### config.mk
export PLATFORM = sky130hd
export DESIGN_NAME = tdcms_mod_unit
export DESIGN_NICKNAME = d
export VERILOG_FILES = /design/src/rtl/core/tdcms_pkg.sv /design/src/rtl/core/tdcms_mod_unit.sv
export SDC_FILE = /design/constraint.sdc
export NUM_CORES = 1
export LEC_CHECK = 0
export ABC_CLOCK_PERIOD_IN_PS = 19700
export BUFFER_PORTS_ARGS = -buffer_cell sky130_fd_sc_hd__clkbuf_2
export CORE_AREA = 2 2 118 108
export DETAILED_ROUTE_END_ITERATION = 10
export DIE_AREA = 0 0 120 110
export PLACE_DENSITY = 0.59
export SYNTH_ARGS = -nofsm -noshare
export SYNTH_HDL_FRONTEND = slang
export SYNTH_SLANG_ARGS = --single-unit
### constraint.sdc
create_clock -name clk -period 19.7 [get_ports clk]
set_input_delay 3.94 -clock clk [delete_from_list [all_inputs] [get_ports clk]]
set_output_delay 3.94 -clock clk [all_outputs]
set_load 0.02 [all_outputs]
### src/rtl/core/tdcms_pkg.sv
// shared types and constants of the two-dimensional count-min sketch
`default_nettype none
package tdcms_pkg;

  localparam int KEY_W      = 32;
  localparam int WEIGHT_W   = 24;
  localparam int COUNT_W    = 32;
  localparam int MUL_W      = 5;
  localparam int ADD_W      = 5;
  localparam int BUCK_W     = 6;
  localparam int DECAY_W    = 17;
  localparam int KIND_W     = 2;
  localparam int CFG_IDX_W  = 3;
  localparam int CFG_DATA_W = 17;
  localparam int DATA_IN_W  = 2 * KEY_W + WEIGHT_W;

  // key * mul + add fits here without wrapping
  localparam int PROD_W     = KEY_W + MUL_W + 1;
  localparam int MOD_DIGITS = 4;
  localparam int MOD_STEPS  = (PROD_W + MOD_DIGITS - 1) / MOD_DIGITS;
  localparam int MOD_PAD_W  = MOD_STEPS * MOD_DIGITS;
  localparam int MOD_CNT_W  = $clog2(MOD_STEPS);

  localparam int DPROD_W    = COUNT_W + DECAY_W;

  localparam logic [DECAY_W-1:0] DECAY_ONE = 17'h10000;

  localparam logic [MUL_W-1:0]   MUL0_RST  = 5'd1;
  localparam logic [ADD_W-1:0]   ADD0_RST  = 5'd0;
  localparam logic [MUL_W-1:0]   MUL1_RST  = 5'd3;
  localparam logic [ADD_W-1:0]   ADD1_RST  = 5'd7;
  localparam logic [BUCK_W-1:0]  BUCK_RST  = 6'd32;
  localparam logic [DECAY_W-1:0] DECAY_RST = 17'd32768;

  typedef enum logic [KIND_W-1:0] {
    REQ_INSERT = 2'd0,
    REQ_QUERY  = 2'd1,
    REQ_DECAY  = 2'd2,
    REQ_CLEAR  = 2'd3
  } req_kind_t;

  typedef enum logic [CFG_IDX_W-1:0] {
    CFG_MUL0  = 3'd0,
    CFG_ADD0  = 3'd1,
    CFG_MUL1  = 3'd2,
    CFG_ADD1  = 3'd3,
    CFG_BUCK  = 3'd4,
    CFG_DECAY = 3'd5
  } cfg_idx_t;

  typedef struct packed {
    logic              start;
    logic [PROD_W-1:0] dividend;
  } mod_req_t;

endpackage
`default_nettype wire

### src/rtl/core/tdcms_mod_unit.sv
// iterative modulo unit, four remainder digits per cycle
`default_nettype none
module tdcms_mod_unit #(
  parameter int MAX_BUCKETS = 32
) (
  input  wire logic                                  clk,
  input  wire logic                                  rst,
  input  wire tdcms_pkg::mod_req_t                   req,
  input  wire logic [$clog2(MAX_BUCKETS+1)-1:0]      modulus,
  output logic                                       done,
  output logic [$clog2(MAX_BUCKETS)-1:0]             remainder
);

  localparam int NW = $clog2(MAX_BUCKETS + 1);
  localparam int BW = $clog2(MAX_BUCKETS);

  logic                                busy;
  logic [tdcms_pkg::MOD_CNT_W-1:0]     cnt;
  logic [tdcms_pkg::MOD_PAD_W-1:0]     sh;
  logic [tdcms_pkg::MOD_PAD_W-1:0]     sh_next;
  logic [NW-1:0]                       r;
  logic [NW-1:0]                       r_next;
  logic [NW-1:0]                       n;

  always_comb begin
    logic [NW:0] t;
    sh_next = sh;
    r_next  = r;
    for (int k = 0; k < tdcms_pkg::MOD_DIGITS; k++) begin
      t = {r_next, sh_next[tdcms_pkg::MOD_PAD_W-1]};
      sh_next = {sh_next[tdcms_pkg::MOD_PAD_W-2:0], 1'b0};
      if (t >= {1'b0, n}) begin
        t = t - {1'b0, n};
      end
      r_next = t[NW-1:0];
    end
  end

  always_ff @(posedge clk) begin
    if (rst) begin
      busy <= 1'b0;
      done <= 1'b0;
      cnt  <= '0;
    end else begin
      done <= 1'b0;
      if (req.start) begin
        busy <= 1'b1;
        cnt  <= tdcms_pkg::MOD_CNT_W'(tdcms_pkg::MOD_STEPS - 1);
        sh   <= {{(tdcms_pkg::MOD_PAD_W - tdcms_pkg::PROD_W){1'b0}}, req.dividend};
        r    <= '0;
        n    <= modulus;
      end else if (busy) begin
        sh  <= sh_next;
        r   <= r_next;
        cnt <= cnt - 1'b1;
        if (cnt == '0) begin
          busy <= 1'b0;
          done <= 1'b1;
        end
      end
    end
  end

  assign remainder = r[BW-1:0];

endmodule
`default_nettype wire

======== Word level (Yosys, flattened, before mapping) ========
Cells that the tools add are included.
operators by class
  add/sub/neg operators ................... 5
  multiply operators ...................... 0
  divide/modulo/power cells ............... 0
  $lt $le $gt $ge ......................... 4
  equal/unequal tests ..................... 0
  shifts and indexed selects .............. 0
  muxes and demuxes ....................... 13
  bitwise logic cells ..................... 2
  reductions and logical operators ........ 6
operator list
  cell                                              number
  2-to-1 mux 40 bit                                 1
  2-to-1 mux 38 bit                                 1
  2-to-1 mux 6 bit                                  5
  greater-or-equal comparator 7 x 6 -> 1 bit        4
  subtractor 6 bit                                  4
  2-to-1 mux 4 bit                                  2
  zero test 4 bit                                   1
  2-to-1 mux 1 bit                                  4
  AND reduction 2 bit                               2
  subtractor 4 x 1 -> 4 bit, second input constant  1
  OR reduction 3 bit                                1
  inverter 1 bit                                    2
  nonzero test 2 bit                                1
  OR reduction 2 bit                                1
word-level totals
  register bits after elaboration ......... 58
  latch bits .............................. 0
  memory bits (writable) .................. 0
  bits in read-only memories .............. 0
  input port bits ......................... 47
  output and inout bits ................... 6
  logic and storage cells ................. 38
  memories ................................ 0

======== Depth between registers and ports, before layout ========
  depth in word-level cells ............... 9
  mapped depth ............................ 39
  mapped depth without buffers ............ 38

======== Worst setup path before layout ========
OpenSTA, ideal clock, no wires.
  kind .................................... input to register
  from .................................... input req[38] (netlist bit)
  to ...................................... register r[0] (enable)
  library setup time ...................... 0.449 ns
  arrival time ............................ 6.471 ns
  data required time ...................... 19.251 ns
  slack ................................... 12.780 ns
  cell stages on the path ................. 4
  buffers on the path ..................... 2
  cell sequence ........................... clkbuf_1 -> clkbuf_1 -> nor2_1 -> nor2_1
on the way
  word-level cells in the longest chain between the ends .. 2
RTL lines
  item                                  line                  source
  start, declared                       tdcms_mod_unit.sv:8   input wire tdcms_pkg::mod_req_t req,
  nonzero test 2 bit (no source line)   --
  AND reduction 2 bit (no source line)  --
  end signal, assigned                  tdcms_mod_unit.sv:54  r <= r_next;
  end, declared                         tdcms_mod_unit.sv:21  logic [NW-1:0] r;
Every way passes these cells.
A chain may end at the register's enable or synchronous reset.

======== Worst setup path after layout ========
  from .................................... register n[1]
  to ...................................... register r[5], data pin
on the way
  word-level cells in the longest chain between the ends .. 9
  elaborated cells between the ends (all ways) .. 13
  those cells by class .................... add/sub (4); order compare (4); mux (5)
RTL lines
  item                                                                                   line                                        source
  start, declared                                                                        tdcms_mod_unit.sv:23                        logic [NW-1:0] n;
  start signal, assigned                                                                 tdcms_mod_unit.sv:51                        n <= modulus;
  subtractor 6 bit / greater-or-equal comparator 7 x 6 -> 1 bit (equally long branches)  tdcms_mod_unit.sv:33, tdcms_mod_unit.sv:32
  2-to-1 mux 6 bit                                                                       tdcms_mod_unit.sv:32                        if (t >= {1'b0, n}) begin
  subtractor 6 bit / greater-or-equal comparator 7 x 6 -> 1 bit (equally long branches)  tdcms_mod_unit.sv:33, tdcms_mod_unit.sv:32
  2-to-1 mux 6 bit                                                                       tdcms_mod_unit.sv:32
  subtractor 6 bit / greater-or-equal comparator 7 x 6 -> 1 bit (equally long branches)  tdcms_mod_unit.sv:33, tdcms_mod_unit.sv:32
  2-to-1 mux 6 bit                                                                       tdcms_mod_unit.sv:32
  subtractor 6 bit / greater-or-equal comparator 7 x 6 -> 1 bit (equally long branches)  tdcms_mod_unit.sv:33, tdcms_mod_unit.sv:32
  2-to-1 mux 6 bit *                                                                     tdcms_mod_unit.sv:32
  2-to-1 mux 6 bit *                                                                     tdcms_mod_unit.sv:52                        end else if (busy) begin
Every way passes the cells marked *; elsewhere a longest branch is shown, timed or not. The select of a mux whose other input is x is not followed.

==> impl_results.md <==
* Vias in the first global route at 2406
* CTS root buffer: clkbuf_16
* Req. time, crit path at 19.75 ns
* Drt via density at 4.546
* Synth Instances at 295
* # clock sinks at 58
* Worst-path clk slew at 0.05 ns
* TritonRoute pass-1 iters at 4
* CP Capture Type: register
* Worst Setup Path Type: register to register
* Number of antenna diodes at 0
* CP max stage cell: edfxtp_1
* Initial Util at 29.59%
* Status: completed
* Num CTS Buffers at 9
* Total Routing Usage GR at 11.23%
* Pin count of the biggest net entering global routing at 54
* Nets at 424
* Crit path max fanout at 8
* Die H at 110 µm
* Hold-fix buffers, CTS at 0
* Most used cell, CP: o21ai_0
* WL final at 6911 µm
* Period utilization at 41.39%
* Seq/Total Area, Yosys at 47.63%
* Critical path's largest stage delay at 0.49 ns
* RSZ-0062 raised after global routing: no
* Total congestion overflow at 0
* Max Slew Vio Count at 0
* Class of the worst hold path: register to register
* Row Count at 38
* Wire length per cell at 13.52 µm
* CTS tree: done
* Data arrival time of the worst path at 8.20 ns
* DR vias at 2323
* Die width at 120 µm
* Setup_tns at 0 ns
* Multi-input combinational cell area at 1707 µm²
* Max Fclk at 122.6 MHz
* Reg area at 1682 µm²
* Resized cells post-CTS at 0
* Slew of the pin with the lowest slew margin at 0.5768 ns
* First-pass GRT wire length at 11430 µm
* Die area at 13200 µm²
* Number of H-tree levels at 3
* Number of max-cap violations at 0
* Share of cells above drive strength 1 at 31.91%
* Initial antenna violation count at 0
* Distinct cells, synth at 43
* Drc violations at 0
* RD Place Congestion at 0.8903
* Slew headroom at 61.54%
* FILL cells at 1167
* Postcts setup bufs at 0
* Mapped Area at 3531 µm²
* Setup crit start kind: register
* Worst skew pair latency at 0.32 ns
* Dpl hpwl at 5195 µm
* Post-Syn Area per Cell at 11.97 µm²
* Post-Syn Nets at 371
* Area growth, synth to finish at 19.38%
* Endpoints failing setup at 0
* Antenna-violating nets left at 0
* Iteration-0 DRC count of the detailed router at 104
* Final hold violations at 0
* Minimum clock period at 8.154 ns
* Seq cells post-synth at 58
* Buffers added on ports at 52
* Maximum clock insertion buffer count at 2
* Final worst clock skew at 0.005672 ns
* Core area at 11930 µm²
* Ports at 53
* Synth warn at 0
[path summary, 6_finish.rpt]
| kind | from | to | slack, ns | cells past startpoint |
|---|---|---|---|---|
| min reg2reg | cnt[1] | cnt[1] | 0.51 | 2 |
| max | n[1] | r[5] | 11.55 | 36 |
| max reg2reg | n[1] | r[5] | 11.55 | 36 |
| min | cnt[1] | cnt[1] | 0.51 | 2 |
[flip-flops by register name, summed over array words and instances, names as in the netlist]
signal and flops:
sh 40, r 6, cnt 4, n 6, busy 1, done 1
[critical path, delay by kind of cell (launching register included)]
family                     cells  cell delay [ns]
buffers and inverters          3             0.43
adders and majority gates      4             1.19
DFF                            1             0.49
AOI/OAI and AO/OA             15             3.40
muxes                          3             0.72
and+or+nand+nor               11             1.64
[per-stage QoR]
step	hold WS [ns]	area [µm²]	utilization [%]	setup WS [ns]	cells
after detailed placement	0.5086	3943	33.04	11.61	497
after CTS	0.5141	4215	35.32	11.57	511
after global placement	0.4864	3943	33.04	12.00	497
final	0.5104	4215	35.32	11.55	511
after floorplan	0.4683	3531	-	12.78	295
after global routing	0.5401	4215	35.32	10.70	511
[kinds of logic (layout without fill, tap and decap cells)]
group | after synthesis | in the layout | synth area share, %
and+or+nand+nor | 69 | 69 | 9.497
DFF | 58 | 58 | 47.63
adders and majority gates | 29 | 29 | 11.13
buffers and inverters | 33 | 89 | 4.252
AOI/OAI and AO/OA | 41 | 41 | 7.796
xor gates and xnor gates | 15 | 15 | 3.721
muxes | 50 | 50 | 15.98
[synthesized netlist by cell type, drive strengths merged]
cell     number  share of area [%]
a211oi        2               0.43
a21oi        11                1.7
nand3         2               0.28
a21o          3               0.64
mux2i         9                2.9
a21boi        1               0.21
nor2b         8                1.4
dfxtp         6                3.4
fa            4                2.3
mux2         41                 13
nand2b        1               0.18
xnor2        10                2.5
inv          21                2.2
nand2        13                1.4
o31ai         1               0.21
ha           25                8.9
nand4         2               0.35
o221ai        1               0.43
a31oi         2               0.35
and2          4               0.71
clkbuf        6               0.64
edfxtp       52                 44
nor3          2               0.28
nor2         29                3.1
o31a          1               0.25
and4          1               0.25
nand3b        1               0.21
o21a          4               0.85
and3b         1               0.25
or4           2               0.43
a2111oi       2               0.50
a311oi        1               0.25
nor4          1               0.18
a22o          1               0.25
buf           6                1.4
nor4b         2               0.50
o21ai        10                1.5
a32oi         1               0.25
xor2          5                1.2
[per-layer routing]
| metal | GRT usage, % | vias up | share of wire [%] | wire length, µm |
|---|---|---|---|---|
| li1 | - | 1178 | - | - |
| met1 | 13.52 | 1057 | 44 | 3071 |
| met2 | 18.14 | 71 | 45 | 3113 |
| met3 | 3.807 | 17 | 7.9 | 544 |
| met4 | 5.462 | 0 | 2.6 | 181 |
| met5 | 0 | - | 0 | 0 |
[placed cells by master, fill, tap and decap left out, types with 2 or more instances in the layout]
| master | Yosys | layout |
|---|---|---|
| nand2_1 | 13 | 13 |
| xor2_1 | 5 | 5 |
| o21a_1 | 4 | 4 |
| a21oi_1 | 10 | 10 |
| a21o_1 | 3 | 3 |
| mux2i_1 | 8 | 8 |
| nand3_1 | 2 | 2 |
| clkbuf_16 | 0 | 9 |
| nor4b_1 | 2 | 2 |
| clkinv_2 | 0 | 2 |
| and2_1 | 4 | 4 |
| o21ai_0 | 9 | 9 |
| nor2b_1 | 8 | 8 |
| nand4_1 | 2 | 2 |
| edfxtp_1 | 52 | 52 |
| mux2_2 | 41 | 41 |
| ha_1 | 25 | 25 |
| xnor2_1 | 10 | 10 |
| clkinv_1 | 0 | 2 |
| buf_4 | 5 | 2 |
| clkbuf_2 | 0 | 52 |
| a2111oi_0 | 2 | 2 |
| a31oi_1 | 2 | 2 |
| fa_1 | 4 | 4 |
| a211oi_1 | 2 | 2 |
| inv_1 | 21 | 21 |
| or4_1 | 2 | 2 |
| nor2_1 | 29 | 28 |
| dfxtp_1 | 6 | 6 |
| nor3_1 | 2 | 2 |
[cell type report]
class	count	area share, %
timing repair buffer	54	6.530
multi-input combinational	204	40.49
tap	160	4.749
clock buffer	9	5.343
sequential	58	39.89
clock inverter	5	1.128
inverter	21	1.870
Power is left out: the tool's default activity adds up to more than one toggle a clock period on the data nets, which glitch-free logic cannot reach.
